File: src/sv/tpls_pkg.sv
`timescale 1ns / 1ps
// Shared types, codes and helpers for the thermal head line sequencer.
// Used by tpls_line_buf and thermal_head_line_sequencer_core.
package tpls_pkg;

    localparam int LINE_MAX = 64;
    localparam int GROUPS   = 6;
    localparam int STB_W    = 6;
    localparam int ADDR_W   = $clog2(LINE_MAX);
    localparam int CNT_W    = $clog2(LINE_MAX) + 1;
    localparam int GI_W     = 3;
    localparam int GS_W     = 4;

    localparam logic [1:0] CMD_WRITE = 2'd0;
    localparam logic [1:0] CMD_START = 2'd1;
    localparam logic [1:0] CMD_TICK  = 2'd2;

    localparam logic [2:0] REG_LINE_BYTES  = 3'd0;
    localparam logic [2:0] REG_LATCH_TICKS = 3'd1;
    localparam logic [2:0] REG_HEAT_TICKS  = 3'd2;
    localparam logic [2:0] REG_STROBE_MASK = 3'd3;
    localparam logic [2:0] REG_SEQ_HEAT    = 3'd4;
    localparam logic [2:0] REG_AUTO_CLEAR  = 3'd5;

    typedef enum logic [1:0] {
        PH_IDLE,
        PH_SHIFT,
        PH_LATCH,
        PH_HEAT
    } t_phase;

    typedef struct packed {
        logic              we;
        logic [ADDR_W-1:0] waddr;
        logic [7:0]        wdata;
        logic [ADDR_W-1:0] raddr;
        logic              clear;
    } t_buf_ctrl;

    // first selected group at or after start, GROUPS when none
    function automatic logic [GS_W-1:0] seek_group(input logic [STB_W-1:0] mask,
                                                   input logic [GS_W-1:0]  start);
        logic [7:0]      m8;
        logic [GS_W-1:0] res;
        logic            found;
        m8    = 8'(mask);
        res   = GS_W'(GROUPS);
        found = 1'b0;
        for (int g = 0; g < GROUPS; g++) begin
            if (!found && (GS_W'(g) >= start) && m8[g]) begin
                res   = GS_W'(g);
                found = 1'b1;
            end
        end
        return res;
    endfunction

endpackage

File: src/sv/tpls_line_buf.sv
`timescale 1ns / 1ps
// Line store of dot bytes with per-entry valid bits and a registered read port.
// Depends on tpls_pkg.
module tpls_line_buf (
    input  logic                i_clk,
    input  logic                i_rst_n,
    input  tpls_pkg::t_buf_ctrl i_ctrl,
    output logic [7:0]          o_rd_byte
);

    logic [7:0]                  r_mem [tpls_pkg::LINE_MAX];
    logic [tpls_pkg::LINE_MAX-1:0] r_valid;
    logic [7:0]                  r_rd_byte;
    logic                        r_rd_ok;
    logic                        hit;

    assign hit = i_ctrl.we && (i_ctrl.waddr == i_ctrl.raddr);

    always_ff @(posedge i_clk) begin
        if (i_ctrl.we) begin
            r_mem[i_ctrl.waddr] <= i_ctrl.wdata;
        end
        r_rd_byte <= hit ? i_ctrl.wdata : r_mem[i_ctrl.raddr];
    end

    always_ff @(posedge i_clk) begin
        if (!i_rst_n) begin
            r_valid <= '0;
            r_rd_ok <= 1'b0;
        end else begin
            if (i_ctrl.clear) begin
                r_valid <= '0;
            end else if (i_ctrl.we) begin
                r_valid[i_ctrl.waddr] <= 1'b1;
            end
            if (i_ctrl.clear) begin
                r_rd_ok <= 1'b0;
            end else if (hit) begin
                r_rd_ok <= 1'b1;
            end else begin
                r_rd_ok <= r_valid[i_ctrl.raddr];
            end
        end
    end

    assign o_rd_byte = r_rd_ok ? r_rd_byte : 8'd0;

endmodule

File: src/sv/thermal_head_line_sequencer_core.sv
`timescale 1ns / 1ps
// Thermal print head line sequencer, top level.
// Depends on tpls_pkg and tpls_line_buf.
//
// Takes one transaction per clock unless the output stalls: write, start and tick
// items each make one result through the input register, one pass of logic and the
// result register. The line store is a 64-byte memory whose next byte is prefetched
// into a read register, so shifting also runs at one per clock unless stalled. Reset
// clears the store at once through per-byte valid bits; there is no clearing pass.
// The user must write the cfg port registers only while idle; it is not enforced.
module thermal_head_line_sequencer_core (
    input  logic        i_clk,
    input  logic        i_rst_n,
    input  logic        s_axis_tvalid,
    output logic        s_axis_tready,
    input  logic [15:0] s_axis_tdata,  // byte_index[5:0], byte_value[13:6], zero fill
    input  logic [1:0]  s_axis_tuser,  // cmd[1:0]
    output logic        m_axis_tvalid,
    input  logic        m_axis_tready,
    output logic [23:0] m_axis_tdata,  // shift_byte[7:0], shift_valid[8], latch_n[9],
                                       // strobe_res[15:10], busy_res[16], line_done[17],
                                       // rejected[18], zero fill
    input  logic        i_cfg_valid,
    output logic        o_cfg_ready,
    input  logic [2:0]  i_cfg_index,
    input  logic [7:0]  i_cfg_data
);

    // configuration
    logic [6:0]                 r_line_bytes;
    logic [7:0]                 r_latch_ticks;
    logic [7:0]                 r_heat_ticks;
    logic [tpls_pkg::STB_W-1:0] r_strobe_mask;
    logic                       r_seq_heat;
    logic                       r_auto_clear;

    // input register
    logic        r_in_vld;
    logic [1:0]  r_in_cmd;
    logic [5:0]  r_in_idx;
    logic [7:0]  r_in_val;

    // sequencer state
    tpls_pkg::t_phase            r_phase, n_phase;
    logic [tpls_pkg::ADDR_W-1:0] r_byte_cnt, n_byte_cnt;
    logic [7:0]                  r_tick_cnt, n_tick_cnt;
    logic [tpls_pkg::GI_W-1:0]   r_group, n_group;

    // result register
    logic        r_out_vld;
    logic [23:0] r_out_data;
    logic [23:0] res_data;

    logic                       adv, proc;
    logic [7:0]                 rd_byte;
    tpls_pkg::t_buf_ctrl        buf_ctrl;
    logic [tpls_pkg::STB_W-1:0] live_mask;
    logic [tpls_pkg::CNT_W-1:0] len, bc_inc;
    logic [tpls_pkg::GS_W-1:0]  seek;
    logic [7:0]                 tick_inc, latch_lim, heat_lim;
    logic [7:0]                 sbyte;
    logic                       svalid, latch, done, rej;
    logic [tpls_pkg::STB_W-1:0] strobe;

    assign o_cfg_ready = 1'b1;

    always_ff @(posedge i_clk) begin
        if (!i_rst_n) begin
            r_line_bytes  <= 7'd48;
            r_latch_ticks <= 8'd1;
            r_heat_ticks  <= 8'd10;
            r_strobe_mask <= tpls_pkg::STB_W'(63);
            r_seq_heat    <= 1'b1;
            r_auto_clear  <= 1'b1;
        end else if (i_cfg_valid) begin
            unique case (i_cfg_index)
                tpls_pkg::REG_LINE_BYTES:  r_line_bytes  <= i_cfg_data[6:0];
                tpls_pkg::REG_LATCH_TICKS: r_latch_ticks <= i_cfg_data;
                tpls_pkg::REG_HEAT_TICKS:  r_heat_ticks  <= i_cfg_data;
                tpls_pkg::REG_STROBE_MASK: r_strobe_mask <= i_cfg_data[tpls_pkg::STB_W-1:0];
                tpls_pkg::REG_SEQ_HEAT:    r_seq_heat    <= i_cfg_data[0];
                tpls_pkg::REG_AUTO_CLEAR:  r_auto_clear  <= i_cfg_data[0];
                default: ;
            endcase
        end
    end

    assign adv           = !r_out_vld || m_axis_tready;
    assign proc          = r_in_vld && adv;
    assign s_axis_tready = !r_in_vld || adv;

    always_ff @(posedge i_clk) begin
        if (!i_rst_n) begin
            r_in_vld <= 1'b0;
        end else if (s_axis_tvalid && s_axis_tready) begin
            r_in_vld <= 1'b1;
        end else if (proc) begin
            r_in_vld <= 1'b0;
        end
    end

    always_ff @(posedge i_clk) begin
        if (s_axis_tvalid && s_axis_tready) begin
            r_in_cmd <= s_axis_tuser;
            r_in_idx <= s_axis_tdata[5:0];
            r_in_val <= s_axis_tdata[13:6];
        end
    end

    assign live_mask = r_strobe_mask
                     & tpls_pkg::STB_W'((9'd1 << tpls_pkg::GROUPS) - 9'd1);

    always_comb begin
        if (r_line_bytes == 7'd0) begin
            len = tpls_pkg::CNT_W'(1);
        end else if (32'(r_line_bytes) > tpls_pkg::LINE_MAX) begin
            len = tpls_pkg::CNT_W'(tpls_pkg::LINE_MAX);
        end else begin
            len = tpls_pkg::CNT_W'(r_line_bytes);
        end
    end

    assign bc_inc    = tpls_pkg::CNT_W'(r_byte_cnt) + tpls_pkg::CNT_W'(1);
    assign tick_inc  = r_tick_cnt + 8'd1;
    assign latch_lim = (r_latch_ticks == 8'd0) ? 8'd1 : r_latch_ticks;
    assign heat_lim  = (r_heat_ticks == 8'd0) ? 8'd1 : r_heat_ticks;

    always_comb begin
        n_phase    = r_phase;
        n_byte_cnt = r_byte_cnt;
        n_tick_cnt = r_tick_cnt;
        n_group    = r_group;
        sbyte      = 8'd0;
        svalid     = 1'b0;
        done       = 1'b0;
        rej        = 1'b0;
        latch      = 1'b1;
        strobe     = '0;
        seek       = tpls_pkg::seek_group(live_mask,
                         (r_phase == tpls_pkg::PH_HEAT)
                         ? tpls_pkg::GS_W'(r_group) + tpls_pkg::GS_W'(1)
                         : '0);
        buf_ctrl.we    = 1'b0;
        buf_ctrl.waddr = tpls_pkg::ADDR_W'(r_in_idx);
        buf_ctrl.wdata = r_in_val;
        buf_ctrl.clear = 1'b0;

        unique case (r_phase)
            tpls_pkg::PH_LATCH: latch = 1'b0;
            tpls_pkg::PH_HEAT: begin
                if (r_seq_heat) begin
                    if (32'(r_group) < tpls_pkg::GROUPS) begin
                        strobe = tpls_pkg::STB_W'(8'd1 << r_group);
                    end
                end else begin
                    strobe = live_mask;
                end
            end
            default: ;
        endcase

        if (proc) begin
            case (r_in_cmd)
                tpls_pkg::CMD_WRITE: begin
                    if (r_phase != tpls_pkg::PH_IDLE) begin
                        rej = 1'b1;
                    end else if (32'(r_in_idx) < tpls_pkg::LINE_MAX) begin
                        buf_ctrl.we = 1'b1;
                    end
                end
                tpls_pkg::CMD_START: begin
                    if (r_phase != tpls_pkg::PH_IDLE) begin
                        rej = 1'b1;
                    end else begin
                        n_phase    = tpls_pkg::PH_SHIFT;
                        n_byte_cnt = '0;
                        n_tick_cnt = 8'd0;
                        n_group    = '0;
                    end
                end
                tpls_pkg::CMD_TICK: begin
                    unique case (r_phase)
                        tpls_pkg::PH_SHIFT: begin
                            sbyte  = rd_byte;
                            svalid = 1'b1;
                            if (bc_inc >= len) begin
                                n_byte_cnt = '0;
                                n_tick_cnt = 8'd0;
                                n_phase    = tpls_pkg::PH_LATCH;
                            end else begin
                                n_byte_cnt = tpls_pkg::ADDR_W'(bc_inc);
                            end
                        end
                        tpls_pkg::PH_LATCH: begin
                            n_tick_cnt = tick_inc;
                            if (tick_inc >= latch_lim) begin
                                n_tick_cnt     = 8'd0;
                                buf_ctrl.clear = r_auto_clear;
                                if (r_seq_heat) begin
                                    if (32'(seek) >= tpls_pkg::GROUPS) begin
                                        n_phase = tpls_pkg::PH_IDLE;
                                        done    = 1'b1;
                                    end else begin
                                        n_group = tpls_pkg::GI_W'(seek);
                                        n_phase = tpls_pkg::PH_HEAT;
                                    end
                                end else begin
                                    n_phase = tpls_pkg::PH_HEAT;
                                end
                            end
                        end
                        tpls_pkg::PH_HEAT: begin
                            n_tick_cnt = tick_inc;
                            if (tick_inc >= heat_lim) begin
                                n_tick_cnt = 8'd0;
                                if (r_seq_heat && (32'(seek) < tpls_pkg::GROUPS)) begin
                                    n_group = tpls_pkg::GI_W'(seek);
                                end else begin
                                    n_phase = tpls_pkg::PH_IDLE;
                                    done    = 1'b1;
                                    n_group = '0;
                                end
                            end
                        end
                        default: ;
                    endcase
                end
                default: ;
            endcase
        end

        buf_ctrl.raddr = n_byte_cnt;
        res_data = {5'd0, rej, done, (n_phase != tpls_pkg::PH_IDLE), strobe, latch,
                    svalid, sbyte};
    end

    always_ff @(posedge i_clk) begin
        if (!i_rst_n) begin
            r_phase    <= tpls_pkg::PH_IDLE;
            r_byte_cnt <= '0;
            r_tick_cnt <= 8'd0;
            r_group    <= '0;
        end else begin
            r_phase    <= n_phase;
            r_byte_cnt <= n_byte_cnt;
            r_tick_cnt <= n_tick_cnt;
            r_group    <= n_group;
        end
    end

    always_ff @(posedge i_clk) begin
        if (!i_rst_n) begin
            r_out_vld <= 1'b0;
        end else if (proc) begin
            r_out_vld <= 1'b1;
        end else if (m_axis_tready) begin
            r_out_vld <= 1'b0;
        end
    end

    always_ff @(posedge i_clk) begin
        if (proc) begin
            r_out_data <= res_data;
        end
    end

    assign m_axis_tvalid = r_out_vld;
    assign m_axis_tdata  = r_out_data;

    tpls_line_buf u_line_buf (
        .i_clk     (i_clk),
        .i_rst_n   (i_rst_n),
        .i_ctrl    (buf_ctrl),
        .o_rd_byte (rd_byte)
    );

endmodule
File: config.mk
export PLATFORM = sky130hd
export DESIGN_NAME = thermal_head_line_sequencer_core
export DESIGN_NICKNAME = d
export VERILOG_FILES = /design/src/sv/tpls_pkg.sv /design/src/sv/tpls_line_buf.sv /design/src/sv/thermal_head_line_sequencer_core.sv
export SDC_FILE = /design/constraint.sdc
export NUM_CORES = 1
export LEC_CHECK = 0
export ABC_AREA = 1
export BUFFER_PORTS_ARGS = -buffer_cell sky130_fd_sc_hd__clkbuf_2
export CAP_MARGIN = 30
export CORE_UTILIZATION = 45
export CTS_CLUSTER_DIAMETER = 150
export DETAILED_ROUTE_END_ITERATION = 8
export PLACE_DENSITY = 0.63
export REMOVE_ABC_BUFFERS = 1
export SLEW_MARGIN = 20
export SYNTH_ARGS = -nofsm -noshare
export SYNTH_HDL_FRONTEND = slang
export SYNTH_SLANG_ARGS = --single-unit
File: constraint.sdc
create_clock -name i_clk -period 3.7 [get_ports i_clk]
set_clock_uncertainty 0.15 [all_clocks]
set_input_delay 0.37 -clock i_clk [delete_from_list [all_inputs] [get_ports i_clk]]
set_output_delay 0.37 -clock i_clk [all_outputs]
set_load 0.02 [all_outputs]
Yosys cells after proc, flatten, opt, wreduce, memory -nomap -nowiden --
Memory sizes are Yosys's and may differ from the RTL's. A register that Yosys moved wholly into a read port is not among the register bits. Cells that the tools add are included. W data, S select, Z words.
Word-level totals: word-level logic and storage cells 184, register bits after elaboration 152, memories kept 1, memory bits (writable) 512, input bits 34, output and inout bits 27
Memories:
- u_line_buf.r_mem | depth 64, width 8, rd ports 1, clocked after Yosys merged registers in 1, write ports 1, line tpls_line_buf.sv:11 | logic [7:0] r_mem [tpls_pkg::LINE_MAX];
Operators by class: magnitude comparators 16, reductions and logical operators 46, $add $sub $neg 3, bitwise gates (word level) 2, shifts and indexed selects 1, equal/unequal tests 19, muxes and demuxes 74
Operators with widths (number):
- $or A64 B64 Y64 | 1
- $mux W8 | 6
- $mux W6 | 6
- $mux W1 | 29
- $mux W4 | 6
- $pmux W8 S3 | 1
- $mux W3 | 7
- $ge A8 B8 Y1 | 2
- $logic_and A1 B1 Y1 | 16
- $logic_not A8 Y1 | 2
- $mux W2 | 8
- $pmux W8 S2 | 1
- $ne A3 B3 Y1 const B | 5
- $lt A6 B7 Y1 const B | 2
- $mux W7 | 2
- $pmux W3 S2 | 2
- $pmux W6 S2 | 1
- $reduce_and A2 Y1 | 6
- $reduce_bool A2 Y1 | 5
- $add A8 B1 Y8 const B | 1
- $ge A1 B4 Y1 const A | 2
- $ge A2 B4 Y1 const A | 2
- $ge A3 B4 Y1 const A | 2
- $reduce_and A8 Y1 | 1
- 32 further kinds | 45

Logic depth before layout (Yosys ltp) --
Gate-level depths: netlist (run 1).
depth after elaboration 33, gate-level depth with buffers 24, mapped depth without buffers 23

Cells and area by module --
A second synthesis (run 1) with hierarchy kept.
Unflattened totals: cells, all modules 2773, area, all modules 28438.5 µm²
Modules (own cells, without submodules):
- tpls_line_buf | seq. area each 16796.1 µm², area each 23766.5 µm², cells each 2201, instances 1
- thermal_head_line_sequencer_core | seq. area each 2092.0 µm², area each 4672.0 µm², cells each 572, instances 1

Worst setup path after synthesis (run 1) --
Ideal clock, no wire load.
path type reg2reg, from register r_byte_cnt[0] in the netlist's numbering, to register u_line_buf.r_rd_ok, stages on the path, launching flop included 24, slack 0.827 ns, data arrival time 2.614 ns, required time 3.441 ns, clock period less this slack 2.873 ns, path through dfxtp_1 -> nand3_1 -> nor2_1 -> nand2_1 -> xor2_1 -> inv_1 -> ha_1 -> nand2_1 -> inv_1 -> a21oi_1 -> nand4_1 -> nand2_1 -> nand2_2 -> nand2_4 -> buf_2 -> nand2_1 -> nand3_1 -> nand3_1 -> nand3_1 -> nand3_1 -> nand3_1 -> nand3_1 -> nand2_1 -> inv_1
On the way: word-level cells in the longest chain between the ends 9
Ends and longest elaborated chain:
- start, declared | line thermal_head_line_sequencer_core.sv:45 | logic [tpls_pkg::ADDR_W-1:0] r_byte_cnt, n_byte_cnt;
- start signal, assigned | line thermal_head_line_sequencer_core.sv:245 | r_byte_cnt <= n_byte_cnt;
- $add A6 B1 Y7 | line thermal_head_line_sequencer_core.sv:123 | assign bc_inc = tpls_pkg::CNT_W'(r_byte_cnt) + tpls_pkg::CNT_W'(1);
- $ge A7 B7 Y1 | line thermal_head_line_sequencer_core.sv:186 | if (bc_inc >= len) begin
- $mux W6 | line thermal_head_line_sequencer_core.sv:186
- $mux W6 | line thermal_head_line_sequencer_core.sv:182 | unique case (r_phase)
- $pmux W6 S2 | line thermal_head_line_sequencer_core.sv:163 | case (r_in_cmd)
- $mux W6 (*) | line thermal_head_line_sequencer_core.sv:162 | if (proc) begin
- $bmux W1 S6 or $eq A6 B6 Y1 (tied branches) | line tpls_line_buf.sv:41, tpls_line_buf.sv:17
- $mux W1 (not written as such) or $logic_and A1 B1 Y1 (tied branches) | line tpls_line_buf.sv:41, tpls_line_buf.sv:17
- $mux W1 (*) | line tpls_line_buf.sv:38 | end else if (hit) begin
- end signal, assigned | line tpls_line_buf.sv:41 | r_rd_ok <= r_valid[i_ctrl.raddr];
- end, declared | line tpls_line_buf.sv:14 | logic r_rd_ok;
Every way passes the cells marked *; elsewhere a longest branch is shown, timed or not. The select of a mux whose other input is x is not followed. A chain may end at the register's enable or synchronous reset.

==> reports/results.tsv, run 1 <==
metric	value	unit
Inst Count DP	3254	
Slew Limit Fails	0	
Max FO, Critical Path	6	
switch share	21.0	%
reg2reg path depth	19	
post-DR wirelength/cell	21.5	um
r2r endpoint	u_line_buf.r_rd_ok$_SDFF_PP0_	
period utilization	89.7	%
hold path depth	5	
clk_lat worst skew	620	ps
DR vias/cell	5.75	
min-delay worst type	in -> reg	
Antenna Cells	0	
CTS buffer count	70	
proportion of layout cells with a drive suffix above 1	12.2	%
pwr dens	496	nW/um^2
Yosys warnings	0	
fin cells	3414	
Startpoint Class	register	
Syn Std Cell Area	27600	um^2
Die Ht	250	um
multi-input logic area	7750	um^2
via count	19600	
clk sinks	670	
Int Power	0.0126	W
DRT iter0 DRCs	1973	
GRT overflow	0	
predominant post-synthesis flop cell	edfxtp_1	
Synth area leaders	edfxtp_1 59%, dfxtp_1 8.9%, nor2_1 7.0%	
postcts setup bufs	0	
Hold EP	r_auto_clear$_SDFFE_PN1P_	
clock network power share	44.9	%
Min-Delay Startpoint	i_cfg_index[1]	
die extent in x	250	um
IO Count	61	
RR Startpoint	r_byte_cnt[0]$_SDFF_PN0_	
largest net degree at the start of global routing	179	
setup tns final	0	ps
die area	62400	um^2
commonest non-fill, non-tap cell in the layout	edfxtp_1	
Hold Vio Cnt, Final	0	
DRT Wirelength	73400	um
mean area per synthesized cell	11.3	um^2
share of the synthesized area in the top cell type	59.4	%
H-tree depth	3	
RSZ-0062 raised after global routing	no	
Leak	11.3	nW
global-route wire length before repair	112000	um
Seq/Total Area, Yosys	68.3	%
CTS tree	built	
data required time of the worst path	4110	ps
cell taking the most area after synthesis	edfxtp_1	
hpwl dp	44500	um
DRT antenna net count	0	
first-pass detailed-route iteration total	5	
filler cell count	5074	
vias in the first global route	19100	
DRC	0	
initial antenna violation count	1	
number of synthesized flops with an enable pin	547	
Register Area	18900	um^2
synthesis-stage register bit count	670	
Final GP Congestion	0.880	
Gate power share	3.3	%
Crit Path Category	reg -> reg	
peak supply drop	0.388	mV
CTS clk-pin slew, worst paths	60	ps
status	completed	
Slew headroom	28.7	%
PortBufs	52	
clock buffer depth	3	
Gate Count Post-Synth	2438	
Max Cap Viol	0	
Area Growth Syn to Fin	15.9	%
Seq pwr share	51.8	%
row count	90	
Switching Power	0.00333	W
commonest cells after routing, fill and taps aside	547 x edfxtp_1, 517 x nor2_1, 307 x o21ai_0	
Yosys cell types	51	
post-synthesis async set-or-reset flop share	0	%
crit path from	r_byte_cnt[0]$_SDFF_PN0_	
Tot GR Track Use	23.4	%
initial core utilization	45.7	%
hold slack final	39.2	ps
Tmin final	3320	ps
R2R setup slack	380	ps
nets	2646	
Crit. End Element	register	
Least-Margin Pin Slew	1060	ps
final setup fails	0	
CP Data Arrival Time	3720	ps
Root Buffer	clkbuf_16	
Achievable Freq	301	MHz
Final Total Pwr	0.0159	W
core outline area	60500	um^2
-- synth_stat cells, types with 14 or more instances --
cell type	number
edfxtp_1	547
o21ai_0	307
o221ai_1	92
nor3_1	14
inv_1	101
nand2_1	174
buf_2	27
dfxtp_1	123
ha_1	37
a21oi_1	63
nand3_1	156
a31oi_1	16
nor2_1	517
o22ai_1	39
clkbuf_1	101
-- kinds of logic after synthesis --
kind of cell | count (synthesis) | synth area share [%]
XOR/XNOR | 11 | 0.349
flip-flops | 670 | 68.3
adder cells (fa/ha/maj) | 37 | 1.67
AND/OR/NAND/NOR | 896 | 13.4
AO/OA/AOI/OAI | 566 | 12.4
other | 2 | 0.0272
buffers and inverters | 256 | 3.77
-- timing repair --
action,in CTS,in global routing
resized for setup,0,6
hold buffers,31,0
endpoints found under the setup margin,0,1
endpoints found under the hold margin,46,0
-- worst max path at each step --
stage                                     to  slack (ps)  cells after the start
2_1_floorplan  m_axis_tdata[0]$_SDFFCE_PN0P_       -6760                      7
3_3_place_gp   u_line_buf.r_rd_ok$_SDFF_PP0_         220                     22
3_5_place_dp   u_line_buf.r_rd_ok$_SDFF_PP0_         150                     22
4_1_cts        u_line_buf.r_rd_ok$_SDFF_PP0_         150                     22
5_1_grt        u_line_buf.r_rd_ok$_SDFF_PP0_          20                     19
6_report       u_line_buf.r_rd_ok$_SDFF_PP0_         380                     19
-- power by group through the flow --
| stage | clock (W) | sequential (W) | combinational, W |
|---|---|---|---|
| after floorplan | 0 | 0.00844 | 0.000215 |
| after CTS | 0.00725 | 0.00823 | 0.000510 |
| after global routing | 0.00753 | 0.00823 | 0.000562 |
| after global placement | 0 | 0.00840 | 0.000454 |
| after detailed placement | 0 | 0.00839 | 0.000483 |
| final | 0.00714 | 0.00823 | 0.000516 |
-- routing by layer --
layer | part of all wire (%) | routed length [um] | track usage [%]
met5 | 0.023 | 17 | 0
met4 | 3.0 | 2180 | 9.05
met3 | 6.9 | 5070 | 3.75
met2 | 48 | 34900 | 38.1
met1 | 43 | 31300 | 31.5
-- through the flow --
step | setup slack, ps | cell area [um^2] | util, %
finish | 383 | 32000 | 53.0
global route | 23.0 | 32000 | 53.0
CTS | 147 | 32000 | 52.9
detailed placement | 150 | 29400 | 48.5
global placement | 218 | 29300 | 48.5
floorplan | -6760 | 27000 | -
-- registers in the layout (all words and copies together) (netlist names), 2 cells and up, named ones only --
name / count
r_tick_cnt: 8
r_in_cmd: 2
r_byte_cnt: 6
live_mask: 6
u_line_buf.r_mem: 512
r_in_val: 8
r_heat_ticks: 8
u_line_buf.r_valid: 64
r_line_bytes: 7
r_phase: 2
m_axis_tdata: 19
r_in_idx: 6
r_latch_ticks: 8
r_group: 3
-- area by class of cell --
type	instances	share of cell area, %
inverter	114	1.37
clock inverter	41	1.28
timing repair buffer	203	5.07
multi-input combinational	1516	24.2
clock buffer	88	6.04
tap	782	3.05
sequential	670	59.0
-- worst max-delay path, cell delays in order (launching register included) --
cell      delay [ps]
dfxtp_2          400
nand3_1          140
nor2_1           100
nand2_1           90
xor2_2           170
inv_1             70
ha_1             310
nand2_1           80
inv_1             40
a21oi_1          220
nand3_1          200
o21ai_0          220
o211ai_1         120
o21ai_1          290
inv_1            230
nand3_1          170
nand3_1           90
nand3_1           90
nand2_1           50
inv_1             40
No activity file was read; power rests on OpenSTA's default activity.
==> inputs of run 2 (changes only) <==
--- a/config.mk
+++ b/config.mk
@@ -8,10 +8,10 @@
 export ABC_AREA = 1
 export BUFFER_PORTS_ARGS = -buffer_cell sky130_fd_sc_hd__clkbuf_2
 export CAP_MARGIN = 30
-export CORE_UTILIZATION = 45
+export CORE_UTILIZATION = 60
 export CTS_CLUSTER_DIAMETER = 150
 export DETAILED_ROUTE_END_ITERATION = 8
-export PLACE_DENSITY = 0.63
+export PLACE_DENSITY = 0.79
 export REMOVE_ABC_BUFFERS = 1
 export SLEW_MARGIN = 20
 export SYNTH_ARGS = -nofsm -noshare
==> reports/results.tsv, run 2 (synthesis gave the netlist of run 1 again) <==
metric	value	unit
clk sinks	670	
DRC	0	
reg2reg path depth	22	
Crit. End Element	register	
hpwl dp	43900	um
final setup fails	0	
Hold EP	r_heat_ticks[0]$_SDFFE_PN0P_	
die extent in x	217	um
final worst setup slack	352	ps
data required time of the worst path	4060	ps
fin cells	3209	
setup tns final	0	ps
period utilization	90.5	%
Max Cap Viol	0	
peak supply drop	0.422	mV
Slowest cell on crit path	dfxtp_1	
Area Growth Syn to Fin	14.2	%
DRT antenna net count	0	
nets	2628	
setup slack at placement	354	ps
initial antenna violation count	0	
via count	20300	
Die Ht	217	um
Inst Count DP	3057	
CTS tree	built	
CP Data Arrival Time	3700	ps
Leak	11.1	nW
hold path depth	3	
Biggest register	u_line_buf.r_mem	
Crit Path Category	reg -> reg	
clk_lat worst skew	600	ps
core outline area	45400	um^2
DR vias/cell	6.31	
Max FO, Critical Path	9	
GRT overflow	0	
commonest non-fill, non-tap cell in the layout	edfxtp_1	
proportion of layout cells with a drive suffix above 1	11.2	%
largest net degree at the start of global routing	82	
H-tree depth	3	
R2R setup slack	350	ps
Antenna Cells	0	
r2r endpoint	u_line_buf.r_rd_ok$_SDFF_PP0_	
Min-Delay Startpoint	i_cfg_index[0]	
die area	46900	um^2
worst-path cell chain	nand3_1 -> nor2_1 -> nand2_1 -> xor2_1 -> inv_1 -> ha_1 -> nand2_1 -> nor2_1 -> nand2_1 -> nand3_1 -> inv_1 -> nand2_1 -> nand2_1 -> a22oi_1 -> buf_4 -> nand3_1 -> nand3_1 -> nand3_1 -> nand3_1 -> nand3_1 -> nand2_1 -> inv_1	
max incr delay on CP	440	ps
Final GP Congestion	0.905	
Slew headroom	38.2	%
IO Count	61	
CTS clk-pin slew, worst paths	60	ps
post-DR wirelength/cell	22.6	um
Achievable Freq	299	MHz
DRT Wirelength	72600	um
clock buffer depth	3	
RSZ-0062 raised after global routing	no	
global-route wire length before repair	111000	um
min-delay worst type	in -> reg	
CTS buffer count	67	
commonest cells after routing, fill and taps aside	547 x edfxtp_1, 517 x nor2_1, 307 x o21ai_0	
postcts setup bufs	0	
vias in the first global route	19800	
most used cell, CP	nand3_1	
Tot GR Track Use	31.3	%
initial core utilization	60.9	%
first-pass detailed-route iteration total	8	
Least-Margin Pin Slew	924	ps
max reg flops	512	
Startpoint Class	register	
Tmin final	3350	ps
Root Buffer	clkbuf_16	
Slew Limit Fails	0	
DRT iter0 DRCs	2712	
status	completed	
RR Startpoint	r_byte_cnt[2]$_SDFF_PN0_	
Hold Vio Cnt, Final	0	
row count	78	
pwr dens	491	nW/um^2
PortBufs	52	
## run 2: cell count changes in the layout (fill, tap and decap cells not counted), sizes merged
cell,delta
dlygate4sd3,-1
clkinv,-6
inv,-1
buf,-14
bufinv,-2
clkinvlp,-4
clkbuf,+5
## run 2: critical path, delay by kind of cell, from the launching register on
kind	cells	cell delay, ps
simple gates	15	1460
flops	1	440
buf+inv	4	470
compound gates	1	260
xor+xnor	1	200
fa+ha+maj	1	290
## run 2: per-stage QoR
stage	utilization (%)	power (W)	instance area, um^2	hold slack [ps]
after CTS	69.5	0.0155	31500	11.5
after detailed placement	64.0	0.00886	29000	319
after global placement	63.9	0.00883	29000	314
after global routing	69.6	0.0159	31600	76.5
after floorplan	-	0.00865	27000	293
final	69.6	0.0155	31600	60.4
## run 2: how the worst max path moves through the flow
stage          slack, ps                      from                            end
2_1_floorplan      -6760                  register  m_axis_tdata[0]$_SDFFCE_PN0P_
6_report             350  r_byte_cnt[2]$_SDFF_PN0_  u_line_buf.r_rd_ok$_SDFF_PP0_
5_1_grt               60  r_byte_cnt[2]$_SDFF_PN0_  u_line_buf.r_rd_ok$_SDFF_PP0_
3_5_place_dp         350  r_byte_cnt[0]$_SDFF_PN0_  u_line_buf.r_rd_ok$_SDFF_PP0_
3_3_place_gp         430  r_byte_cnt[0]$_SDFF_PN0_  u_line_buf.r_rd_ok$_SDFF_PP0_
4_1_cts              300  r_byte_cnt[0]$_SDFF_PN0_  u_line_buf.r_rd_ok$_SDFF_PP0_
## run 2: power by group
part | total [W] | switching, W | internal, W
Combinational | 0.000508 | 0.000364 | 0.000144
Sequential | 0.00823 | 0.0000423 | 0.00819
Clock | 0.00675 | 0.00274 | 0.00401
Total | 0.0155 | 0.00314 | 0.0123
## run 2: layout make-up
type                            count  area, um^2
Clock buffer                       93        1940
Clock inverter                     28         256
Fill cell                        3038       13800
Inverter                          114         438
Multi-Input combinational cell   1516        7740
Sequential cell                   670       18900
Tap cell                          600         751
Timing Repair Buffer              188        1550
## run 2: metal layers
metal  part of all wire [%]  GRT usage [%]  vias up
met1                     38           41.0     9760
met3                     10           5.38      216
met5                      0              0        -
met2                     48           51.2     1245
li1                       -              -     9034
met4                    4.1           14.4        0
## run 2: timing repair
| item | CTS | global route |
|---|---|---|
| endpoints found under the hold margin | 40 | 0 |
| endpoints found under the setup margin | 0 | 1 |
| hold buffers | 30 | 0 |
| resized for setup | 0 | 4 |
==> inputs of run 3 (changes only) <==
--- a/config.mk
+++ b/config.mk
@@ -8,10 +8,12 @@
 export ABC_AREA = 1
 export BUFFER_PORTS_ARGS = -buffer_cell sky130_fd_sc_hd__clkbuf_2
 export CAP_MARGIN = 30
-export CORE_UTILIZATION = 60
+export CELL_PAD_IN_SITES_DETAIL_PLACEMENT = 1
+export CELL_PAD_IN_SITES_GLOBAL_PLACEMENT = 1
+export CORE_UTILIZATION = 51
 export CTS_CLUSTER_DIAMETER = 150
 export DETAILED_ROUTE_END_ITERATION = 8
-export PLACE_DENSITY = 0.79
+export PLACE_DENSITY = 0.82
 export REMOVE_ABC_BUFFERS = 1
 export SLEW_MARGIN = 20
 export SYNTH_ARGS = -nofsm -noshare
==> reports/results.tsv, run 3 (synthesis gave the netlist of run 1 again) <==
metric	value	unit
DR vias/cell	6.21	
die extent in x	235	um
hpwl dp	51200	um
post-DR wirelength/cell	25.9	um
Gate power share	3.4	%
row count	84	
proportion of layout cells with a drive suffix above 1	11.1	%
filler cell count	5402	
DRT iter0 DRCs	1867	
die area	55100	um^2
Slowest cell on crit path	dfxtp_2	
Seq pwr share	53.7	%
Area Growth Syn to Fin	13.8	%
Bufs and invs on worst path	4	
RR Startpoint	r_byte_cnt[0]$_SDFF_PN0_	
Max Cap Viol	0	
CTS clk-pin slew, worst paths	60	ps
core outline area	53100	um^2
DRC	0	
Hold Vio Cnt, Final	0	
max reg flops	512	
Min-Delay Startpoint	s_axis_tdata[8]	
Least-Margin Pin Slew	1110	ps
worst-path cell chain	nand3_1 -> nor2_1 -> nand2_1 -> xor2_1 -> inv_1 -> ha_1 -> nand2_1 -> nor2_1 -> nand2_1 -> nand3_1 -> inv_1 -> nand2_1 -> nand2_1 -> a22oi_2 -> buf_4 -> nand3_1 -> nand3_1 -> nand3_1 -> nand3_1 -> nand3_1 -> nand2_1 -> inv_1	
Slew headroom	26.2	%
initial antenna violation count	4	
via count	20400	
period utilization	92.8	%
multi-input logic area	7750	um^2
crit path from	r_byte_cnt[0]$_SDFF_PN0_	
final worst setup slack	266	ps
largest net degree at the start of global routing	189	
commonest non-fill, non-tap cell in the layout	edfxtp_1	
max incr delay on CP	410	ps
Startpoint Class	register	
CP Data Arrival Time	3790	ps
Inst Count DP	3128	
nets	2626	
IO Count	61	
Antenna Cells	0	
CTS tree	built	
switch share	21.5	%
DRT antenna net count	0	
final setup fails	0	
Crit Path Category	reg -> reg	
setup slack at placement	271	ps
peak supply drop	0.380	mV
DRT Wirelength	85400	um
Slew Limit Fails	0	
clk sinks	670	
H-tree depth	3	
Crit. End Element	register	
Final Total Pwr	0.0153	W
Leak	11.0	nW
Tot GR Track Use	30.9	%
GRT overflow	0	
PortBufs	52	
global-route wire length before repair	128000	um
Switching Power	0.00330	W
Register Area	18900	um^2
status	completed	
most used cell, CP	nand3_1	
Final GP Congestion	0.827	
min-delay worst type	in -> reg	
Int Power	0.0120	W
initial core utilization	52.1	%
Biggest register	u_line_buf.r_mem	
CTS buffer count	68	
RSZ-0062 raised after global routing	no	
first-pass detailed-route iteration total	8	
clock buffer depth	3	
delay-heaviest family, CP	simple AND/OR/NAND/NOR gates	
Max FO, Critical Path	10	
commonest cells after routing, fill and taps aside	547 x edfxtp_1, 517 x nor2_1, 307 x o21ai_0	
Die Ht	235	um
data required time of the worst path	4050	ps
Root Buffer	clkbuf_16	
Achievable Freq	291	MHz
clk_lat worst skew	620	ps
hold slack final	328	ps
fin cells	3294	
pwr dens	487	nW/um^2
vias in the first global route	21700	
clock network power share	42.9	%
Tmin final	3430	ps
## run 3: through the flow
stage	utilization (%)	TNS, ps	cell area, um^2
2_1_floorplan	-	-53990	27000
3_3_place_gp	54.5	0	28900
3_5_place_dp	54.5	0	28900
4_1_cts	59.0	0	31300
5_1_grt	59.3	0	31500
6_report	59.3	0	31500
## run 3: final timing paths
check / to / slack, ps / cells past startpoint
worst max-delay path: u_line_buf.r_rd_ok$_SDFF_PP0_ / 270 / 22
worst min-delay path: r_in_val[2]$_DFFE_PP_ / 330 / 2
worst max register to register: u_line_buf.r_rd_ok$_SDFF_PP0_ / 270 / 22
worst min register to register: u_line_buf.r_valid[51]$_SDFFE_PP0P_ / 340 / 2
## run 3: cell type report
type / instances / area share [%]
Clock inverter: 26 / 0.497
Timing Repair inverter: 1 / 0.0239
Tap cell: 688 / 2.74
Sequential cell: 670 / 60.1
Multi-Input combinational cell: 1516 / 24.6
Clock buffer: 95 / 6.12
Timing Repair Buffer: 184 / 4.55
Inverter: 114 / 1.39
## run 3: layer usage
| layer | wire (um) | track usage (%) |
|---|---|---|
| met5 | 50 | 0 |
| met4 | 3520 | 13.8 |
| met3 | 5790 | 5.11 |
| met2 | 42200 | 52.4 |
| met1 | 33800 | 39.0 |
## run 3: repair_timing
action | 4_1_cts | 5_1_grt
hold buffers | 32 | 0
buffers inserted | 0 | 4
endpoints found under the hold margin | 47 | 0
setup endpoints to repair | 0 | 1
resized for setup | 0 | 6
## run 3: power by group through the flow
stage               sequential, W  clock, W  combinational (W)
global placement          0.00838         0           0.000451
CTS                       0.00822   0.00665           0.000517
detailed placement        0.00838         0           0.000483
finish                    0.00823   0.00658           0.000528
floorplan                 0.00844         0           0.000215
global route              0.00823   0.00689           0.000569
